### config.mk
export PLATFORM = sky130hd
export DESIGN_NAME = rrd_sqrt
export DESIGN_NICKNAME = d
export VERILOG_FILES = /design/src/hdl/rrd_sqrt.sv
export SDC_FILE = /design/constraint.sdc
export NUM_CORES = 2
export LEC_CHECK = 0
export ABC_AREA = 0
export BUFFER_PORTS_ARGS = -buffer_cell sky130_fd_sc_hd__buf_2
export CAP_MARGIN = 10
export CORE_UTILIZATION = 60
export CTS_CLUSTER_SIZE = 8
export DETAILED_ROUTE_END_ITERATION = 6
export PLACE_DENSITY = 0.82
export SYNTH_ARGS = -nofsm -noshare
export SYNTH_HDL_FRONTEND = slang
export SYNTH_MEMORY_MAX_BITS = 65536
export SYNTH_SLANG_ARGS = --single-unit
### constraint.sdc
create_clock -name clk -period 5.16 [get_ports clk]
set_clock_uncertainty 0.2 [all_clocks]
set_input_delay 0 -clock clk [delete_from_list [all_inputs] [get_ports clk]]
set_output_delay 0 -clock clk [all_outputs]
set_load 0.02 [all_outputs]
### src/hdl/rrd_sqrt.sv
// ----------------------------------------------------------------------------
// rrd_sqrt
// Pipelined floor square root of a 64-bit value, one root bit per stage.
// ----------------------------------------------------------------------------
module rrd_sqrt #(
  parameter int SIDE_W = 8
) (
  input  logic              clk,
  input  logic              rst,
  input  logic              en,
  input  logic              in_valid,
  input  logic [63:0]       radicand,
  input  logic [SIDE_W-1:0] side_in,
  output logic              out_valid,
  output logic [31:0]       root,
  output logic [SIDE_W-1:0] side_out
);

  localparam int STAGES = 32;

  logic              vld  [STAGES];
  logic [32:0]       rem  [STAGES];
  logic [31:0]       rt   [STAGES];
  logic [63:0]       rad  [STAGES];
  logic [SIDE_W-1:0] side [STAGES];

  for (genvar k = 0; k < STAGES; k++) begin : g_stage
    logic              src_vld;
    logic [32:0]       src_rem;
    logic [31:0]       src_rt;
    logic [63:0]       src_rad;
    logic [SIDE_W-1:0] src_side;
    logic [33:0]       t_rem;
    logic [33:0]       trial;
    logic [33:0]       diff;
    logic              ge;

    if (k == 0) begin : g_first
      assign src_vld  = in_valid;
      assign src_rem  = '0;
      assign src_rt   = '0;
      assign src_rad  = radicand;
      assign src_side = side_in;
    end else begin : g_next
      assign src_vld  = vld[k-1];
      assign src_rem  = rem[k-1];
      assign src_rt   = rt[k-1];
      assign src_rad  = rad[k-1];
      assign src_side = side[k-1];
    end

    assign t_rem = {src_rem[31:0], src_rad[63:62]};
    assign trial = {src_rt, 2'b01};
    assign ge    = t_rem >= trial;
    assign diff  = t_rem - trial;

    always_ff @(posedge clk) begin
      if (rst) begin
        vld[k] <= 1'b0;
      end else if (en) begin
        vld[k] <= src_vld;
      end
      if (en) begin
        rem[k]  <= ge ? diff[32:0] : t_rem[32:0];
        rt[k]   <= {src_rt[30:0], ge};
        rad[k]  <= {src_rad[61:0], 2'b00};
        side[k] <= src_side;
      end
    end
  end

  assign out_valid = vld[STAGES-1];
  assign root      = rt[STAGES-1];
  assign side_out  = side[STAGES-1];

endmodule
* Word level (Yosys, flattened, before mapping)
Memories as Yosys holds them, arrays and structs flattened. Cells that the tools add are included.
Storage, ports and cells: register bits after elaboration 0, memory bits (writable) 4352, input port bits 76, output and inout bits 41, memories kept 5
Operators by class: add/sub/neg operators 32, $lt $le $gt $ge 32, muxes and demuxes 70, bitwise logic cells 32
Memories:
- rad | words 32, bits a word 62, read ports 31, clocked after Yosys merged registers in 0, wr ports 32, RTL line 24 | logic [63:0] rad [STAGES];
- rem | words 32, bits a word 33, read ports 31, clocked after Yosys merged registers in 0, wr ports 32, RTL line 22 | logic [32:0] rem [STAGES];
- rt | words 32, bits a word 32, read ports 32, clocked after Yosys merged registers in 0, wr ports 32, RTL line 23 | logic [31:0] rt [STAGES];
- side | words 32, bits a word 8, read ports 32, clocked after Yosys merged registers in 0, wr ports 32, RTL line 25 | logic [SIDE_W-1:0] side [STAGES];
- vld | words 32, bits a word 1, read ports 32, clocked after Yosys merged registers in 0, wr ports 32, RTL line 21 | logic vld [STAGES];
Operators with widths (count):
- 33-bit two-way mux | 32
- 34-bit greater-or-equal comparator | 31
- 33-bit subtractor | 31
- 1-bit two-way mux | 38
- 1-bit bitwise OR | 32
- 2-bit by 1-bit subtractor with 3-bit output (second input constant) | 1
- 2-bit by 1-bit greater-or-equal comparator with 1-bit output (second input constant) | 1

* Logic depth before layout (Yosys ltp)
depth in word-level cells 4, depth in mapped cells 15, mapped depth without buffers 13

* Worst setup path after synthesis
Ideal clock, no wire load.
path type reg-to-reg, from mem rem[29][0], in the netlist rem[1][429], to mem rem[30][18], in the netlist rem[1][480], data pin, library setup time 0.260 ns, arrival time 3.060 ns, data required time 4.700 ns, path slack 1.641 ns, stages on the path, launching flop included 12, buffers on the path 1, clock period less this slack 3.519 ns, path through edfxtp_1 ha_1 nor2b_1 o31a_1 o311a_1 a2111oi_0 o21a_1 o21ai_1 a41oi_1 o211ai_2 buf_2 mux2_2
RTL lines (RTL line):
- start: declaration | 22

==> impl_results.md <==
* Setup Buffers After CTS at 0
* Clk network pwr share at approximately a third
* Sequential-to-total area share from yosys stat at 67.1%
* DRC viols at 1
* Post-synth EDFFs at 2753
* Tightest Pin Transition at approximately 1.3 ns
* RSZ-0062 raised after global routing: no
* Placer Congestion at approximately 0.94
* Reg area at between 80000 and 90000 µm²
* # IOs at between 100 and 150
* CTS tree: built
* Skew-Pair Late Insertion Delay at between 0.9 and 1 ns
* Root buffer cell: clkbuf_16
* Synthesized Nets at 9764
* Syn avg cell area at between 10 and 15 µm²
* Remaining global-route overflow at 0
* Failing checks: DRC
* Overall Global Routing Usage at between 20 and 30%
* Worst EP arrival at ~4.9 ns
* First-pass GRT wire length at 416 mm
* Final period utilization at about 86%
* Unique masters post-synth at 99
* Die W at around 460 µm
* Initial antenna violation count at 2
* Setup TNS at 0 ns
* Comb pwr share at a little under a fifth
* Post-DR wirelength/cell at 21.6 µm
* Synth Flop Type: edfxtp_1
* Final hold violations at 0
* Layout cells sized above 1 at between 8 and 9%
* Sink Count at 2753
* Multi-input gate area at roughly 37000 µm²
* Worst EP required at 5.62 ns
* Crit path kind: reg -> reg
* Layout Cells excl Fill at approximately 12000
* Placed cell count at about 12000
* Top cells by area, synth: edfxtp_1 67%, ha_1 5.7%, xnor2_1 2.9%
* Total power at 64.7 mW
* Synth Register Bits at 2753
* WHS at 0.0728 ns
* Count of pins over their slew limit at 0
* Core box area at 204000 µm²
* Max-cap viol count at 0
* Fill cell total of the finished layout at 13400
* Vias in the first global route at 76400
* DR vias/cell at ~6.0
* Max Root-Sink Buffers at 4
* Int Power at approximately 47 mW
* Iter 0 DRT Violations at 6675
* Area grow syn2layout at 13.2%
* P_leak at ~54 nW
* Status: finished, violations left
* Slew margin rel. at about an eighth
* Post-synth top area share at ~67%
* Final wirelength at ~270 mm
* F_max at 0.224 GHz
* Post-Syn Area at approximately 120000 µm²
* Final Setup Violations at 0
* Via count at 75000
* Syn Inst Count at 9127
* Initial Utilization at 60.3%
* Crit path capture type: flip-flop
* Worst Path Max Fanout at 54
* Post-cts resize count at 0
* Cts bufs inserted at between 300 and 400
* Port bufs at approximately 120
* ANT nets after route at 0
* Worst vdd ir at roughly 0.00038 V
* Asr flop ratio synth at 0%
* Switching power at about 18 mW
* Ys Warns at 0
* Hold WC Path Type: in -> reg
* TritonRoute pass-1 iters at 7
* H-tree Lvls at 5
* Clock Pin Slew Worst Setup and Hold Paths at approximately 0.050 ns
* Die height at 455 µm
* Die area at roughly 210000 µm²
* Nets at 10400
* Largest area contributor in the netlist: edfxtp_1
* Switching Share at approximately 28%
* Largest net degree at the start of global routing at approximately 180
* Fin crit period at 4.46 ns
* # hold bufs at CTS at between 150 and 200
* HPWL after DPL at 179 mm
* Row Count at 166
* P per Cell Area at between 400 and 500 nW/µm²
* Startpoint types: flip-flop
* Fin util at 68.3%
* Part of the power in registers at 46.5%
## critical path, stage by stage, from the launching register on
cell       delay, ns
edfxtp_1        0.39
ha_1            0.37
nor2b_1         0.17
o31a_1          0.29
o311a_1         0.32
a2111oi_0       0.73
o21a_1          0.33
o21ai_1         0.14
a41oi_1         0.40
o211ai_4        0.12
buf_4           0.31
mux2_2          0.35
## path summary, 6_finish.rpt
path / to / slack [ns] / cells after the start / start
worst max-delay path: rem[1][471] / 0.70 / 11 / rem[1][429]
worst max register to register: rem[1][471] / 0.70 / 11 / rem[1][429]
worst min register to register: rad[14][34] / 0.16 / 0 / rad[13][32]
worst min-delay path: rad[0][29] / 0.07 / 3 / radicand[29]
## synthesized netlist by cell type, types with 53 or more instances
| library cell | count |
|---|---|
| and2_1 | 72 |
| nor2_1 | 583 |
| nand2_1 | 581 |
| o21a_1 | 108 |
| mux2_2 | 87 |
| nor2b_1 | 97 |
| nand4_1 | 97 |
| clkbuf_1 | 128 |
| ha_1 | 561 |
| and3_1 | 64 |
| edfxtp_1 | 2753 |
| nand2b_1 | 104 |
| o21ai_0 | 436 |
| nor3_1 | 199 |
| xor2_1 | 373 |
| nor4_1 | 99 |
| nand3_1 | 148 |
| or3_1 | 75 |
| inv_1 | 699 |
| o31ai_1 | 53 |
| a21o_1 | 234 |
| xnor2_1 | 412 |
| a21oi_1 | 576 |
## routing by layer
layer | up-vias | global-route usage [%] | part of all wire [%]
li1 | 34800 | - | -
met1 | 36500 | 28.6 | 36
met2 | 2847 | 47.0 | 52
met3 | 833 | 4.22 | 5.4
met4 | 0 | 14.7 | 6.0
met5 | - | 0 | 0
## sequential cells by signal, summed over array words and instances (netlist names)
signal / cells
rem: 945
rt: 528
rad: 992
vld: 32
side: 256
## cells in the final DEF (no fill, tap or decap), types with 115 or more instances in the layout
master	n
a21o_1	234
a21oi_1	576
buf_2	115
clkbuf_16	396
dlygate4sd3_1	157
edfxtp_1	2753
ha_1	561
inv_1	699
nand2_1	581
nand3_1	148
nor2_1	580
nor3_1	199
o21ai_0	436
xnor2_1	412
xor2_1	373
## cell type report
cell class                 instances  area share [%]
clock inverter                    15           0.136
antenna                            4         0.00717
timing repair buffer             377            2.35
inverter                         703            1.89
tap                             2688            2.41
multi-input combinational       5516            26.8
clock buffer                     398            7.11
sequential                      2753            59.3
## power by group through the flow
stage / Sequential [mW] / Combinational (mW) / Clock [mW]
final: 30.1 / 12.4 / 22.2
after global routing: 30.3 / 13.7 / 23.4
after CTS: 30.1 / 12.3 / 22.5
after detailed placement: 30.4 / 12.1 / 0
after global placement: 30.3 / 11.8 / 0
after floorplan: 29.5 / 8.96 / 0
## logic make-up (layout without fill, tap and decap cells)
kind of cell	count (synthesis)	count (layout)	synth area share [%]
other	1	5	0.00304
muxes	96	96	0.868
DFF	2753	2753	67.1
buffers and inverters	858	1493	2.65
AOI/OAI and AO/OA	1769	1769	8.89
adders and majority gates	561	561	5.69
xor gates and xnor gates	786	786	5.59
and+or+nand+nor	2303	2303	9.25
## stage by stage
step / setup WS [ns] / cell area (µm²)
after floorplan: 1.64 / 123000
after global placement: 0.834 / 128000
after detailed placement: 0.836 / 128000
after CTS: 0.745 / 139000
after global routing: 0.450 / 140000
final: 0.698 / 140000
Note: power is estimated with default switching activity, not from simulation.
