$ cat config.mk
export PLATFORM = sky130hd
export DESIGN_NAME = rrd_divider
export DESIGN_NICKNAME = d
export VERILOG_FILES = /design/src/hdl/rrd_pkg.sv /design/src/hdl/rrd_divider.sv
export SDC_FILE = /design/constraint.sdc
export NUM_CORES = 2
export LEC_CHECK = 0
export ABC_AREA = 1
export BUFFER_PORTS_ARGS = -buffer_cell sky130_fd_sc_hd__buf_4
export CAP_MARGIN = 20
export CORE_MARGIN = 4
export CORE_UTILIZATION = 40
export DETAILED_ROUTE_END_ITERATION = 8
export MAX_ROUTING_LAYER = met4
export PLACE_DENSITY = 0.58
export SLEW_MARGIN = 15
export SYNTH_ARGS = -nofsm -noshare
export SYNTH_HDL_FRONTEND = slang
export SYNTH_SLANG_ARGS = --single-unit
$ cat constraint.sdc
create_clock -name clk -period 2 [get_ports clk]
set_clock_uncertainty 0.15 [all_clocks]
set_input_delay 0.2 -clock clk [delete_from_list [all_inputs] [get_ports clk]]
set_output_delay 0.2 -clock clk [all_outputs]
set_load 0.005 [all_outputs]
$ cat src/hdl/rrd_pkg.sv
// ----------------------------------------------------------------------------
// rrd_pkg
// Shared widths, constants and saturation helpers for the refraction unit.
// ----------------------------------------------------------------------------
package rrd_pkg;

  localparam int FRAC_BITS_DEF = 14;
  localparam int COMP_W        = 16;
  localparam int INDEX_W       = 16;

  localparam logic [INDEX_W-1:0] OUTER_RESET = 16'd4096;

  localparam logic signed [63:0] LIM       = 64'sh7FFF_FFFF;
  localparam logic [30:0]        RATIO_MAX = 31'h7FFF_FFFF;

  function automatic logic signed [15:0] sat16(input logic signed [63:0] v);
    logic signed [15:0] r;
    if (v > 64'sd32767) begin
      r = 16'sh7FFF;
    end else if (v < -64'sd32768) begin
      r = 16'sh8000;
    end else begin
      r = v[15:0];
    end
    return r;
  endfunction

  function automatic logic signed [31:0] sat32(input logic signed [63:0] v);
    logic signed [31:0] r;
    if (v > LIM) begin
      r = 32'sh7FFF_FFFF;
    end else if (v < -LIM) begin
      r = -32'sh7FFF_FFFF;
    end else begin
      r = v[31:0];
    end
    return r;
  endfunction

endpackage

$ cat src/hdl/rrd_divider.sv
// ----------------------------------------------------------------------------
// rrd_divider
// Pipelined restoring divider, one quotient bit per stage, with sideband.
// ----------------------------------------------------------------------------
module rrd_divider #(
  parameter int DVD_W  = 30,
  parameter int SIDE_W = 8
) (
  input  logic                        clk,
  input  logic                        rst,
  input  logic                        en,
  input  logic                        in_valid,
  input  logic [DVD_W-1:0]            dividend,
  input  logic [rrd_pkg::INDEX_W-1:0] divisor,
  input  logic [SIDE_W-1:0]           side_in,
  output logic                        out_valid,
  output logic [DVD_W-1:0]            quotient,
  output logic [SIDE_W-1:0]           side_out
);

  localparam int DV = rrd_pkg::INDEX_W;

  logic              vld  [DVD_W];
  logic [DV-1:0]     rem  [DVD_W];
  logic [DVD_W-1:0]  sh   [DVD_W];
  logic [DV-1:0]     den  [DVD_W];
  logic [SIDE_W-1:0] side [DVD_W];

  for (genvar k = 0; k < DVD_W; k++) begin : g_stage
    logic              src_vld;
    logic [DV-1:0]     src_rem;
    logic [DVD_W-1:0]  src_sh;
    logic [DV-1:0]     src_den;
    logic [SIDE_W-1:0] src_side;
    logic [DV:0]       trial;
    logic [DV:0]       diff;
    logic              ge;

    if (k == 0) begin : g_first
      assign src_vld  = in_valid;
      assign src_rem  = '0;
      assign src_sh   = dividend;
      assign src_den  = divisor;
      assign src_side = side_in;
    end else begin : g_next
      assign src_vld  = vld[k-1];
      assign src_rem  = rem[k-1];
      assign src_sh   = sh[k-1];
      assign src_den  = den[k-1];
      assign src_side = side[k-1];
    end

    assign trial = {src_rem, src_sh[DVD_W-1]};
    assign ge    = trial >= {1'b0, src_den};
    assign diff  = trial - {1'b0, src_den};

    always_ff @(posedge clk) begin
      if (rst) begin
        vld[k] <= 1'b0;
      end else if (en) begin
        vld[k] <= src_vld;
      end
      if (en) begin
        rem[k]  <= ge ? diff[DV-1:0] : trial[DV-1:0];
        sh[k]   <= {src_sh[DVD_W-2:0], ge};
        den[k]  <= src_den;
        side[k] <= src_side;
      end
    end
  end

  assign out_valid = vld[DVD_W-1];
  assign quotient  = sh[DVD_W-1];
  assign side_out  = side[DVD_W-1];

endmodule

-- Word level (Yosys, flattened, before mapping)
Memories as Yosys holds them, arrays and structs flattened.
Cells that the tools add are included.
Widths: inputs -> output; s select.
- bits in registers: 0
- bits in writable memories: 2130
- bits of input ports: 58
- output and inout bits: 39
- logic and storage cells: 161
- memories: 5
- add/sub/neg operators: 30
- order comparisons: 30
- multiplexer cells: 66
- bitwise logic cells: 30
- memories (memory ; depth ; bits a word ; rd ports ; clocked after Yosys merged registers in ; write ports ; line ; source):
    sh ; 30 ; 30 ; 30 ; 0 ; 30 ; rrd_divider.sv:25 ; logic [DVD_W-1:0] sh [DVD_W];
    den ; 30 ; 16 ; 29 ; 0 ; 30 ; rrd_divider.sv:26 ; logic [DV-1:0] den [DVD_W];
    rem ; 30 ; 16 ; 29 ; 0 ; 30 ; rrd_divider.sv:24 ; logic [DV-1:0] rem [DVD_W];
    side ; 30 ; 8 ; 30 ; 0 ; 30 ; rrd_divider.sv:27 ; logic [SIDE_W-1:0] side [DVD_W];
    vld ; 30 ; 1 ; 30 ; 0 ; 30 ; rrd_divider.sv:23 ; logic vld [DVD_W];
- operators with widths (operator ; number):
    $ge 17x16->1 ; 29
    $mux 16 ; 30
    $sub 16x16->16 ; 29
    $mux 1 ; 36
    $or 1x1->1 ; 30
    $ge 1x16->1 ; 1
    $sub 1x16->16 ; 1

-- Logic depth before layout (Yosys ltp)
- word-level depth: 4
- gate-level depth with buffers: 15
- gate-level depth less buffers: 13

-- Least setup slack after synthesis
No wires, ideal clock.
- kind: flip-flop to flip-flop
- from: mem den[10][0] in the netlist's numbering
- to: mem rem[11][8] in the netlist's numbering (data pin)
- setup time: 0.253 ns
- arrival: 1.669 ns
- required time: 1.597 ns
- setup slack: -0.072 ns
- cell stages (with the launch flop): 10
- buffers on the path: 0
- period minus slack after synthesis: 2.072 ns
- cell sequence: edfxtp_1 ha_1 fa_1 inv_1 nand3_1 nand3_1 a21oi_1 or2_2 nand3_1 nand2_1
- RTL lines (element ; line):
    from (decl) ; rrd_divider.sv:26
    to (decl) ; rrd_divider.sv:24

==> impl_metrics.json <==
{
  "rsz0062_at_grt": "yes",
  "status": "finished with violations",
  "vdd_ir_drop_max_uv": 940,
  "cpMaxStageDelayCell": "edfxtp_1",
  "slowest_delay_ns": 0.52,
  "clockRootBuffer": "clkbuf_16",
  "dpl-instance-area_um2": 123000,
  "clk_pin_slew_worst_paths_ns": 0.07,
  "synth.net_count": 10579,
  "period_share": 1.15,
  "core_area_um2": 252000,
  "end_kind": "flip-flop",
  "start_util": 0.403,
  "drc": 0,
  "fp-row-count": 184,
  "synth_edf_count": 2098,
  "path_cells": "ha_4, nand2_4, inv_4, nand2_4, nor4_4, nand2_4, clkbuf_16, nand3_4, nand2_2",
  "slew_violations": 0,
  "rrSetupSlack_ns": -0.29,
  "via_count": 79484,
  "setup-tns-final_ns": -89.31,
  "globalplace.congestion": 0.919,
  "ys_ff_latch": 2098,
  "dr.first_iter.drc_count": 4990,
  "synth_cell_types": 42,
  "syn_inst": 10027,
  "antenna_found_initial": 4,
  "p_per_area_nw_per_um2": 1480,
  "min_to": "rem[0][13]",
  "finalWirelength_mm": 288,
  "sw_frac_of_total": 0.381,
  "io_pins": 97,
  "synthFlopType": "edfxtp_1",
  "hold_ws_ns": 0.145,
  "chipWidth_um": 512,
  "port_buffers": 96,
  "critPathKind": "reg2reg",
  "syn2layout_area_growth_pct": 50.4,
  "worstMarginPinSlew_ns": 0.692,
  "cpMostUsedCell": "nand2_4",
  "antenna_left": 0,
  "nFillCells": 20310,
  "multi_input_area_um2": 45600,
  "via_per_inst": 4.75,
  "p_int_mw": 140,
  "cts_sinks": 2098,
  "layout.nets": 13737,
  "fin_area_um2": 153000,
  "dieArea_um2": 263000,
  "grt_util_all_layers": 0.214,
  "cp_max_fo": 8,
  "cts_tree": "yes",
  "cp-start-kind": "flip-flop",
  "holdPathStages": 3,
  "max_freq_ghz": 0.436,
  "seqPwrFrac": 0.287,
  "seqCellArea_um2": 63000,
  "drive_gt1_frac": 0.453,
  "clockBufferDepth": 3,
  "grt_max_degree": 61,
  "min_path_type": "in2reg",
  "max-cap-violations": 0,
  "die_h_um": 512,
  "hold_viol": 0,
  "place_hpwl_mm": 198,
  "clkLatencyLatePin_ns": 0.91,
  "wl_per_cell_um": 17.2,
  "dp_slack_ns": -0.523,
  "worst_ep_required_time_ns": 2.46,
  "pwr-share-clk": 0.186,
  "gr-total-overflow": 0,
  "grt_pass1_wl_mm": 433,
  "setup_viol": 475,
  "fin_ws_ns": -0.294,
  "pwr-share-comb": 0.527,
  "p_leak_nw": 69.3,
  "cp.arrival_ns": 2.76,
  "period_minus_slack_ns": 2.29,
  "switchingPower_mw": 86.4,
  "r2r_start": "rem[7][10]",
  "r2r_cells": 9,
  "htree_levels": 4,
  "r2r_end": "rem[8][13]",
  "yosysWarnings": 0,
  "async_flop_share": 0,
  "max_slew_margin": 0.538,
  "yosysSeqAreaShare": 0.619,
  "min-delay-start": "divisor[3]",
  "dr.pass1.iters": 8,
  "synth_area_um2": 102000,
  "power_mw": 227,
  "violations": "setup timing",
  "grt_pass1_vias": 78072,
  "cts_inserted_buffers": 224,
  "avgSynthCellArea_um2": 10.2
}
cells in the mapped netlist (4+ instances only):
| library cell | count | area, µm² |
|---|---|---|
| nor4_2 | 6 | 75.1 |
| nand3b_1 | 69 | 518 |
| buf_6 | 34 | 383 |
| nand4_1 | 122 | 763 |
| clkbuf_2 | 11 | 55.1 |
| o21ai_1 | 6 | 30.0 |
| buf_12 | 6 | 120 |
| o21bai_1 | 16 | 120 |
| nor2_1 | 385 | 1450 |
| xnor2_1 | 41 | 359 |
| nor3_1 | 89 | 445 |
| nor3_2 | 4 | 40.0 |
| nand3_1 | 694 | 3470 |
| xor2_1 | 132 | 1160 |
| ha_1 | 466 | 5830 |
| buf_4 | 15 | 113 |
| nand3_2 | 39 | 390 |
| buf_2 | 37 | 185 |
| inv_2 | 18 | 67.6 |
| nand2_1 | 3412 | 12800 |
| nor2_2 | 24 | 150 |
| edfxtp_1 | 2098 | 63000 |
| inv_1 | 1802 | 6760 |
| nor2_4 | 27 | 304 |
| o21ai_0 | 20 | 100 |
| nand2_4 | 22 | 248 |
| a21oi_1 | 250 | 1250 |
| nand2_2 | 59 | 369 |
| or2_2 | 25 | 156 |
| and2_1 | 22 | 138 |
| o21a_1 | 20 | 150 |
| and3_1 | 12 | 75.1 |
| fa_1 | 28 | 561 |
worst max path at each step:
stage	depth (start not counted)	slack [ns]	startpoint	end
2_1_floorplan	9	-0.04	den[10][0]	rem[11][8]
3_3_place_gp	11	-0.52	rem[27][5]	rem[28][15]
3_5_place_dp	11	-0.52	rem[27][5]	rem[28][0]
4_1_cts	11	-0.30	rem[12][3]	rem[13][2]
5_1_grt	13	-0.35	sh[12][29]	rem[13][4]
6_report	9	-0.29	rem[7][10]	rem[8][13]
logic make-up (layout without fill, tap and decap cells):
logic type | Yosys count | count (layout) | synth area share
and+or+nand+nor | 5020 | 5059 | 0.211
other | 0 | 3 | 0
AOI/OAI and AO/OA | 316 | 316 | 0.0166
DFF | 2098 | 2098 | 0.619
buffers and inverters | 1926 | 5237 | 0.0756
xor gates and xnor gates | 173 | 173 | 0.0149
adders and majority gates | 494 | 494 | 0.0628
placed cells by master, fill, tap and decap left out, types with 25 or more instances in the layout:
master,n
nand3_2,265
inv_1,1411
a21oi_2,75
nand4_1,122
dlygate4sd3_1,113
edfxtp_1,2098
nand2_1,2298
clkbuf_16,232
ha_1,63
inv_2,383
bufinv_16,25
nand2_2,841
buf_4,2537
buf_12,137
clkinv_2,45
nor2_4,100
nand3_4,106
nand3_1,365
nor2_2,87
nand2_8,65
clkinv_1,49
xnor2_1,41
nor3_1,67
nand2_4,328
ha_4,392
fa_2,28
nor2_1,249
xor2_1,128
buf_6,160
nand3b_1,69
buf_8,25
a21oi_1,157
sequential cells by signal, indices dropped and copies added (netlist names):
name,flops
rem,464
side,240
vld,30
sh,900
den,464
power by group through the flow:
stage | Clock (mW) | Combinational (mW) | Sequential (mW)
after floorplan | 0 | 46.0 | 62.2
final | 42.1 | 119 | 65.2
after CTS | 43.4 | 102 | 64.7
after detailed placement | 0 | 81.8 | 64.7
after global placement | 0 | 81.5 | 64.6
after global routing | 45.3 | 130 | 65.7
metrics by stage:
stage	instances	utilization
detailed placement	15334	0.489
global placement	15334	0.489
finish	16728	0.607
CTS	16357	0.571
global route	16727	0.607
floorplan	10027	-
metal layers:
metal,share of wire,GRT usage,vias to the layer above
met3,0.036,0.0229,532
li1,-,-,39117
met2,0.49,0.352,1692
met1,0.44,0.282,38143
met5,0,-,-
met4,0.030,0.0590,0
repair_timing:
| action | in CTS | in global routing |
|---|---|---|
| endpoints found under the setup margin | 476 | 477 |
| endpoints found under the hold margin | 979 | 0 |
| cloned | 52 | 20 |
| pin swaps | 646 | 765 |
| gates resized for setup | 1768 | 1599 |
| hold buffers | 113 | 0 |
| setup buffers | 449 | 365 |
area by class of cell:
| cell class | count | area share |
|---|---|---|
| Sequential cell | 2098 | 0.412 |
| Multi-Input combinational cell | 6042 | 0.298 |
| Timing Repair Buffer | 2999 | 0.168 |
| Inverter | 1820 | 0.0451 |
| Clock buffer | 244 | 0.0371 |
| Tap cell | 3348 | 0.0274 |
| Clock inverter | 174 | 0.0126 |
| Antenna cell | 3 | 0.0000490 |
worst max-delay path: cells and delay by family, from the launching register on:
kind,cells,cell delay (ns)
fa+ha+maj,1,0.35
buf+inv,2,0.26
flops,1,0.52
simple gates,6,0.71
Power figures use the tool's default switching activity.
